==> config.mk <==
export PLATFORM = sky130hd
export DESIGN_NAME = load_switch_priority_controller
export DESIGN_NICKNAME = d
export VERILOG_FILES = /design/src/lspc_pkg.sv /design/src/load_switch_priority_controller.sv
export SDC_FILE = /design/constraint.sdc
export NUM_CORES = 1
export LEC_CHECK = 0
export ABC_AREA = 1
export BUFFER_PORTS_ARGS = -buffer_cell sky130_fd_sc_hd__clkbuf_2
export CAP_MARGIN = 25
export CORE_ASPECT_RATIO = 1.25
export CORE_MARGIN = 2
export CORE_UTILIZATION = 45
export CTS_CLUSTER_SIZE = 14
export DETAILED_ROUTE_END_ITERATION = 12
export PLACE_DENSITY_LB_ADDON = 0.2
export SYNTH_ARGS = -nofsm -noshare
export SYNTH_HDL_FRONTEND = slang
export SYNTH_SLANG_ARGS = --single-unit
==> constraint.sdc <==
create_clock -name clk_i -period 2.4 [get_ports clk_i]
set_input_delay 0.24 -clock clk_i [delete_from_list [all_inputs] [get_ports clk_i]]
set_output_delay 0.24 -clock clk_i [all_outputs]
set_load 0.005 [all_outputs]
==> src/lspc_pkg.sv <==
// Shared decision reason codes for the load switch priority controller.
package lspc_pkg;

  localparam int unsigned ReasonWidth = 5;
  localparam int unsigned StepsWidth  = 4;

  typedef enum logic [ReasonWidth-1:0] {
    RS_PHYS       = 5'd0,
    RS_WEB        = 5'd1,
    RS_HELD       = 5'd2,
    RS_FT_ALREADY = 5'd3,
    RS_FT_START   = 5'd4,
    RS_FT_USED    = 5'd5,
    RS_FT_UNUSED  = 5'd6,
    RS_AWAY       = 5'd7,
    RS_BACK       = 5'd8,
    RS_G_INUSE    = 5'd9,
    RS_G_ISON     = 5'd10,
    RS_G_AWAY     = 5'd11,
    RS_G_USED     = 5'd12,
    RS_G_GO       = 5'd13,
    RS_G_NOTIMER  = 5'd14,
    RS_G_LOST     = 5'd15,
    RS_NONE       = 5'd16
  } reason_e;

  typedef struct packed {
    logic physical_primary;
    logic forced_primary;
    logic forced_used;
    logic green_primary;
    logic green_used;
  } marks_t;

endpackage

==> src/load_switch_priority_controller.sv <==
// Top level of the load switch priority controller with its step sequencer.
//
// An item is accepted only while the block is idle. It then runs one to
// MAX_STEPS priority steps, set by the single shared decision unit that the
// sequencer applies until the relay is stable, and then loads the output
// register, which stalls while an earlier result has not been taken.
// The block is ready again on the cycle after the load. The result waits in
// the output register until it is taken, and a new item may be accepted
// meanwhile. Edges of the source levels count in the first step only, and
// step_limit_hit_o reports that the last allowed step still changed the relay.
module load_switch_priority_controller #(
  parameter int unsigned MAX_STEPS = 8
) (
  input  logic       clk_i,
  input  logic       rst_ni,
  input  logic       in_valid_i,
  output logic       in_ready_o,
  input  logic       physical_level_i,
  input  logic       web_toggle_i,
  input  logic       forced_timer_level_i,
  input  logic       away_level_i,
  input  logic       green_timer_level_i,
  input  logic       excess_green_level_i,
  output logic       out_valid_o,
  input  logic       out_ready_i,
  output logic       relay_on_o,
  output logic       changed_o,
  output logic [4:0] last_reason_o,
  output logic [3:0] steps_taken_o,
  output logic       step_limit_hit_o
);

  localparam int unsigned CntW = $clog2(MAX_STEPS + 1);

  typedef enum logic [1:0] {
    S_IDLE,
    S_STEP,
    S_PUT
  } state_e;

  state_e state_q;

  logic relay_q, before_q;
  logic lv_phys_q, lv_forced_q, lv_away_q, lv_gtimer_q, lv_excess_q;
  logic e_phys_q, e_web_q, e_forced_q, e_away_q, e_excess_q;
  lspc_pkg::marks_t marks_q, marks_d;
  logic [CntW-1:0] steps_q, steps_d;
  lspc_pkg::reason_e why_q, why_d;
  logic hit_q;
  logic relay_d;

  logic out_valid_q, out_relay_q, out_changed_q, out_hit_q;
  lspc_pkg::reason_e out_reason_q;
  logic [lspc_pkg::StepsWidth-1:0] out_steps_q;
  logic [CntW+lspc_pkg::StepsWidth-1:0] steps_ext;

  logic in_fire, out_fire, stable, at_limit, out_free;

  assign in_ready_o = (state_q == S_IDLE);
  assign in_fire    = in_valid_i && in_ready_o;
  assign out_fire   = out_valid_q && out_ready_i;
  assign out_free   = !out_valid_q || out_ready_i;

  // One priority step over the stored levels, edges and marks.
  always_comb begin
    relay_d = relay_q;
    why_d   = lspc_pkg::RS_NONE;
    marks_d = marks_q;
    if (e_phys_q) begin
      marks_d.physical_primary = 1'b1;
      why_d   = lspc_pkg::RS_PHYS;
      relay_d = lv_phys_q;
    end else if (e_web_q) begin
      marks_d.physical_primary = 1'b0;
      marks_d.forced_primary   = 1'b0;
      marks_d.green_primary    = 1'b0;
      why_d   = lspc_pkg::RS_WEB;
      relay_d = !relay_q;
    end else if (relay_q && lv_phys_q && marks_q.physical_primary) begin
      why_d = lspc_pkg::RS_HELD;
    end else if (e_forced_q) begin
      if (lv_forced_q) begin
        if (relay_q) begin
          why_d = lspc_pkg::RS_FT_ALREADY;
        end else begin
          why_d = lspc_pkg::RS_FT_START;
          marks_d.physical_primary = 1'b0;
          marks_d.green_primary    = 1'b0;
          marks_d.forced_primary   = 1'b1;
          marks_d.forced_used      = 1'b1;
          relay_d = 1'b1;
        end
      end else if (marks_q.forced_used) begin
        why_d = lspc_pkg::RS_FT_USED;
        marks_d.forced_primary = 1'b0;
        relay_d = 1'b0;
      end else begin
        why_d = lspc_pkg::RS_FT_UNUSED;
      end
    end else if (e_away_q && lv_away_q && relay_q && marks_q.green_primary) begin
      why_d   = lspc_pkg::RS_AWAY;
      relay_d = 1'b0;
    end else if (e_away_q && !lv_away_q && !relay_q && marks_q.green_primary) begin
      why_d   = lspc_pkg::RS_BACK;
      relay_d = 1'b1;
    end else if (lv_excess_q && lv_gtimer_q) begin
      if (marks_q.green_primary) begin
        why_d = lspc_pkg::RS_G_INUSE;
      end else if (relay_q) begin
        why_d = lspc_pkg::RS_G_ISON;
        if (!marks_q.forced_primary) begin
          marks_d.green_used = 1'b1;
        end
      end else if (lv_away_q) begin
        why_d = lspc_pkg::RS_G_AWAY;
        marks_d.green_used = 1'b1;
      end else if (marks_q.green_used) begin
        why_d = lspc_pkg::RS_G_USED;
      end else begin
        why_d = lspc_pkg::RS_G_GO;
        marks_d.green_primary = 1'b1;
        marks_d.green_used    = 1'b1;
        relay_d = 1'b1;
      end
    end else if (marks_q.green_primary) begin
      why_d = lspc_pkg::RS_G_LOST;
      marks_d.green_used    = 1'b0;
      marks_d.green_primary = 1'b0;
      relay_d = 1'b0;
    end else if (e_excess_q && !lv_excess_q) begin
      marks_d.green_used    = 1'b0;
      marks_d.green_primary = 1'b0;
    end
  end

  assign steps_d   = steps_q + 1'b1;
  assign stable    = (relay_d == relay_q);
  assign at_limit  = (steps_d >= CntW'(MAX_STEPS));
  assign steps_ext = {{lspc_pkg::StepsWidth{1'b0}}, steps_q};

  always_ff @(posedge clk_i or negedge rst_ni) begin
    if (!rst_ni) begin
      state_q     <= S_IDLE;
      relay_q     <= 1'b0;
      lv_phys_q   <= 1'b0;
      lv_forced_q <= 1'b0;
      lv_away_q   <= 1'b0;
      lv_gtimer_q <= 1'b0;
      lv_excess_q <= 1'b0;
      e_phys_q    <= 1'b0;
      e_web_q     <= 1'b0;
      e_forced_q  <= 1'b0;
      e_away_q    <= 1'b0;
      e_excess_q  <= 1'b0;
      marks_q     <= '0;
      steps_q     <= '0;
      hit_q       <= 1'b0;
      out_valid_q <= 1'b0;
    end else begin
      if ((state_q == S_PUT) && out_free) begin
        out_valid_q <= 1'b1;
      end else if (out_fire) begin
        out_valid_q <= 1'b0;
      end
      unique case (state_q)
        S_IDLE: begin
          if (in_fire) begin
            e_phys_q    <= physical_level_i != lv_phys_q;
            e_web_q     <= web_toggle_i;
            e_forced_q  <= forced_timer_level_i != lv_forced_q;
            e_away_q    <= away_level_i != lv_away_q;
            e_excess_q  <= excess_green_level_i != lv_excess_q;
            lv_phys_q   <= physical_level_i;
            lv_forced_q <= forced_timer_level_i;
            lv_away_q   <= away_level_i;
            lv_gtimer_q <= green_timer_level_i;
            lv_excess_q <= excess_green_level_i;
            before_q    <= relay_q;
            steps_q     <= '0;
            hit_q       <= 1'b0;
            state_q     <= S_STEP;
          end
        end
        S_STEP: begin
          relay_q    <= relay_d;
          marks_q    <= marks_d;
          why_q      <= why_d;
          steps_q    <= steps_d;
          e_phys_q   <= 1'b0;
          e_web_q    <= 1'b0;
          e_forced_q <= 1'b0;
          e_away_q   <= 1'b0;
          e_excess_q <= 1'b0;
          if (stable) begin
            state_q <= S_PUT;
          end else if (at_limit) begin
            hit_q   <= 1'b1;
            state_q <= S_PUT;
          end
        end
        S_PUT: begin
          if (out_free) begin
            out_relay_q   <= relay_q;
            out_changed_q <= relay_q != before_q;
            out_reason_q  <= why_q;
            out_steps_q   <= steps_ext[lspc_pkg::StepsWidth-1:0];
            out_hit_q     <= hit_q;
            state_q       <= S_IDLE;
          end
        end
        default: begin
          state_q <= S_IDLE;
        end
      endcase
    end
  end

  assign out_valid_o      = out_valid_q;
  assign relay_on_o       = out_relay_q;
  assign changed_o        = out_changed_q;
  assign last_reason_o    = out_reason_q;
  assign steps_taken_o    = out_steps_q;
  assign step_limit_hit_o = out_hit_q;

  a_steps_bound : assert property (@(posedge clk_i) disable iff (!rst_ni)
    (state_q == S_STEP) |-> (steps_q < CntW'(MAX_STEPS)))
    else $error("Step counter ran past the limit.");

  a_edges_first_step : assert property (@(posedge clk_i) disable iff (!rst_ni)
    (state_q == S_STEP) |=>
      !(e_phys_q || e_web_q || e_forced_q || e_away_q || e_excess_q))
    else $error("Edges survived the first step.");

  a_limit_reason : assert property (@(posedge clk_i) disable iff (!rst_ni)
    (out_valid_o && step_limit_hit_o) |-> (out_reason_q != lspc_pkg::RS_NONE))
    else $error("Step limit reported on a step that cannot change the relay.");

  a_load_from_put : assert property (@(posedge clk_i) disable iff (!rst_ni)
    $rose(out_valid_o) |-> ($past(state_q) == S_PUT))
    else $error("Result item loaded outside the output state.");

endmodule

==> reports/summary.md <==
The flow ran to the end, and the final reports show no timing, DRC or antenna violations. Detailed placement ended at an HPWL of 2890 µm. The clock period minus worst slack was 1.79 ns. The maximum fanout encountered on the critical timing path was 15; the total routing resource utilization after global routing was 0.183. Max-cap violations in this run came to 0. No sink is reached through more buffers than the 2 on the longest clock path. The initial standard-cell utilization of the core came out at 0.473.

The setup path with the least slack is of type reg2reg. The tools report the detailed-router iteration count before antenna repair as 4. Floorplan core area: 4130 µm². Setup total negative slack on the finished layout was measured at 0 ns. Cell count of the worst reg-to-reg path: 12. After synthesis, the mean cell area works out to 9.48 µm². From bottom edge to top edge, the die measures 77.7 µm. The worst hold path terminates at out_valid_o. The tools report the total number of placement rows as 26.

Traced cell by cell, the critical path runs through inv_4, nor3_4, o21bai_1, nand2_1, nand2_1, nand2_1, nand2_2, nand2_2, nand2_2, nand3_2, nand2_1, nand2_1. The total number of nets in the final design was 248. Class of the worst hold path: in2reg. After global routing the overflow that remains totals 0. The global placer's final weighted congestion was 0.947. For this block, the initial DRC count from the detailed router was 87. In this design, the critical path's most frequently occurring cell is sky130_fd_sc_hd__nand2_1. Setup violations remaining at the end of the flow were counted as 0.

24 I/O pins were placed. Worst path buffer plus inverter count: 1. For the total wire length, the log shows 3830 µm. The logs give 4890 µm² for the area of the die and 1690 µW for the cell-internal power. The clock reaches the later pin of the worst-skew pair after 0.29 ns. Along the worst hold path, the cell count comes to 2.

Setup repair after global routing left no endpoint under its margin. The run gives 0.00105 µW as the leakage power. The register area share after synthesis was 0.584; the final period utilization was 0.747. The number of pins exceeding their max-slew limit in the final report was 0; the share of total power consumed by net switching was 0.400. In this run, synthesis produced a sequential element count of 42. Compared with the post-synthesis result, the final layout area differs by 15.7%. On the critical path the largest part of the delay comes from simple AND/OR/NAND/NOR gates. The maximum cell stage delay along the critical path is 0.71 ns, and the number of antenna diodes is 0. Power spread over the standard cell area amounts to 1240 nW/µm².

The unique cell type count in the Yosys netlist was 33. Root buffer cell: sky130_fd_sc_hd__clkbuf_8. In this run the cell area of the synthesized design comes to 1950 µm². The maximum resistive drop on vdd was 607 µV. The overall via count from detail_route is 1485, and the number of failing hold endpoints at the final stage is 0.

The standard cell area after detailed placement was 2140 µm². After clock tree synthesis, the clock-pin slew on the worst setup and hold paths is 0.08 ns. The proportion of power drawn by combinational gates was 0.368; the sequential share of power was 0.440. For the worst path arrival time, the log shows 1.98 ns.

Entering global routing, the biggest net connects 25 pins. The worst register-to-register path has a setup slack of 0.61 ns. Counting the buffers created by CTS gives 5. In the final routed layout, each cell accounts on average for 13.0 µm. At the pin with the least slew margin, the transition time is 0.574 ns. The endpoint identified for the worst register-to-register timing path is state_q[1]. The net count after synthesis is 217, and the net load switching power is 1120 µW. In this run the critical register-to-register path is launched from relay_q. In this run the remaining antenna-violating nets after routing total 0. Highest-delay cell along the critical path: sky130_fd_sc_hd__dfrtp_1. The run gives 206 as the synthesized netlist cell count. The layout cell share with drive strength beyond 1 came out at 0.197. The tools report the number of global-route vias before repair as 1518. For the number of cells upsized or downsized after cts, the log shows 0. The number of antenna violations at the first check in global routing came out at 0. The worst setup path is launched from a flop.

The run gives 2 as the number of H-tree branching levels. For the area of all placed cells without fillers, the log shows 2260 µm². The tools report the CTS sink count as 42.

The quantity of I/O buffers inserted on ports is 23. The final clock skew was 0.00317 ns; the power share of the clock group was 0.191. Static timing analysis puts the maximum clock frequency at 0.558 GHz. Measured along the x axis, the die boundary spans 62.9 µm. Dividing the detail-routed via count by the number of cells gives 5.05.

TritonCTS built the clock tree. The startpoint of the lowest-slack hold path was out_ready_i. Global-route wire length before repair: 6910 µm. The tools report the endpoint required time on the critical path as 2.59 ns. The warning count from the yosys run was 0; the DRC violation count after routing was 0.

STA classifies the critical path endpoint as a flop. The relative max-transition margin is 0.617.
registers in the layout (all words and copies together) (netlist names):
register	flops
e_forced_q	1
lv_phys_q	1
e_away_q	1
e_phys_q	1
marks_q	5
hit_q	1
steps_taken_o	4
e_excess_q	1
lv_forced_q	1
step_limit_hit_o	1
state_q	2
lv_away_q	1
lv_excess_q	1
out_valid_o	1
last_reason_o	5
why_q	5
lv_gtimer_q	1
steps_q	4
relay_q	1
before_q	1
e_web_q	1
changed_o	1
relay_on_o	1
layer usage:
metal	GRT usage	vias to the layer above	part of all wire
met5	0	-	0
met4	0.0889	0	0.037
met3	0.0391	13	0.044
met2	0.318	55	0.51
met1	0.214	672	0.41
li1	-	745	-
worst reg2reg max path, delay by kind of cell (launching register included):
kind,cells,cell delay [ns]
simple gates,10,0.76
flops,1,0.71
compound gates,1,0.13
buf+inv,1,0.11
worst max path at each step:
stage,startpoint,to,depth (start not counted)
finish,relay_q,state_q[1],12
global route,relay_q,state_q[1],12
CTS,relay_q,state_q[1],12
detailed placement,relay_q,state_q[1],12
global placement,relay_q,state_q[1],12
floorplan,state_q[0],changed_o,3
power by group through the flow:
| stage | Sequential, µW | Clock (µW) | Combinational (µW) |
|---|---|---|---|
| 6_report | 1240 | 538 | 1040 |
| 3_5_place_dp | 1250 | 0 | 1030 |
| 2_1_floorplan | 1170 | 0 | 817 |
| 3_3_place_gp | 1250 | 0 | 1020 |
| 5_1_grt | 1280 | 583 | 1200 |
| 4_1_cts | 1240 | 553 | 1040 |
cell usage after synthesis (all sizes together):
| master | instances | area (µm²) |
|---|---|---|
| nand2 | 47 | 186 |
| inv | 28 | 108 |
| dfrtp | 24 | 601 |
| nor2 | 22 | 92.6 |
| edfxtp | 18 | 541 |
| o21ai | 17 | 88.8 |
| a21oi | 10 | 50.1 |
| nand3 | 8 | 50.1 |
| nor3 | 8 | 51.3 |
| xnor2 | 4 | 35.0 |
| o22ai | 3 | 18.8 |
| a31oi | 2 | 12.5 |
| buf | 2 | 16.3 |
| nand4 | 2 | 12.5 |
| xor2 | 2 | 17.5 |
| a211oi | 1 | 7.51 |
| a22o | 1 | 8.76 |
| clkbuf | 1 | 3.75 |
| ha | 1 | 12.5 |
| nand3b | 1 | 7.51 |
| o2111ai | 1 | 8.76 |
| o211ai | 1 | 7.51 |
| o21bai | 1 | 7.51 |
| o221ai | 1 | 8.76 |
timing repair:
item	CTS	global route
endpoints found under the hold margin	24	0
setup buffers	0	0
hold buffers	1	0
metrics by stage:
step           cells  hold WS [ns]  setup WS (ns)  utilization  power, µW
2_1_floorplan    206       -0.0556          0.554            -       1990
3_3_place_gp     285         0.279          0.674        0.518       2270
3_5_place_dp     285         0.277          0.627        0.518       2280
4_1_cts          294         0.143          0.603        0.547       2820
5_1_grt          294         0.156          0.378        0.547       3070
6_report         294         0.143          0.608        0.547       2810
kinds of logic (layout without fill, tap and decap cells):
group	Yosys count	after routing	synth area share
buffers and inverters	31	63	0.0653
AO/OA/AOI/OAI	38	38	0.112
flip-flops	42	42	0.584
AND/OR/NAND/NOR	88	88	0.205
XOR/XNOR	6	6	0.0269
adder cells (fa/ha/maj)	1	1	0.00641
layout by cell type (no fill, tap or decap), types with 2 or more instances in the layout:
master and count:
sky130_fd_sc_hd__nand2_1 43, sky130_fd_sc_hd__inv_1 25, sky130_fd_sc_hd__dfrtp_1 24, sky130_fd_sc_hd__clkbuf_2 23, sky130_fd_sc_hd__nor2_1 20, sky130_fd_sc_hd__edfxtp_1 18, sky130_fd_sc_hd__o21ai_0 16, sky130_fd_sc_hd__a21oi_1 10
sky130_fd_sc_hd__nor3_1 7, sky130_fd_sc_hd__nand3_1 6, sky130_fd_sc_hd__clkbuf_8 5, sky130_fd_sc_hd__nand2_2 4, sky130_fd_sc_hd__xnor2_1 4, sky130_fd_sc_hd__o22ai_1 3, sky130_fd_sc_hd__buf_4 3, sky130_fd_sc_hd__xor2_1 2
sky130_fd_sc_hd__inv_2 2, sky130_fd_sc_hd__nand3_2 2, sky130_fd_sc_hd__nand4_1 2, sky130_fd_sc_hd__a31oi_1 2, sky130_fd_sc_hd__clkinv_2 2
layout make-up:
type	instances	area, µm²
Clock buffer	5	68.8
Clock inverter	3	40.0
Fill cell	408	1870
Inverter	28	108
Multi-Input combinational cell	133	684
Sequential cell	42	1140
Tap cell	56	70.1
Timing Repair Buffer	27	148
(Power assumes the default switching activity.)
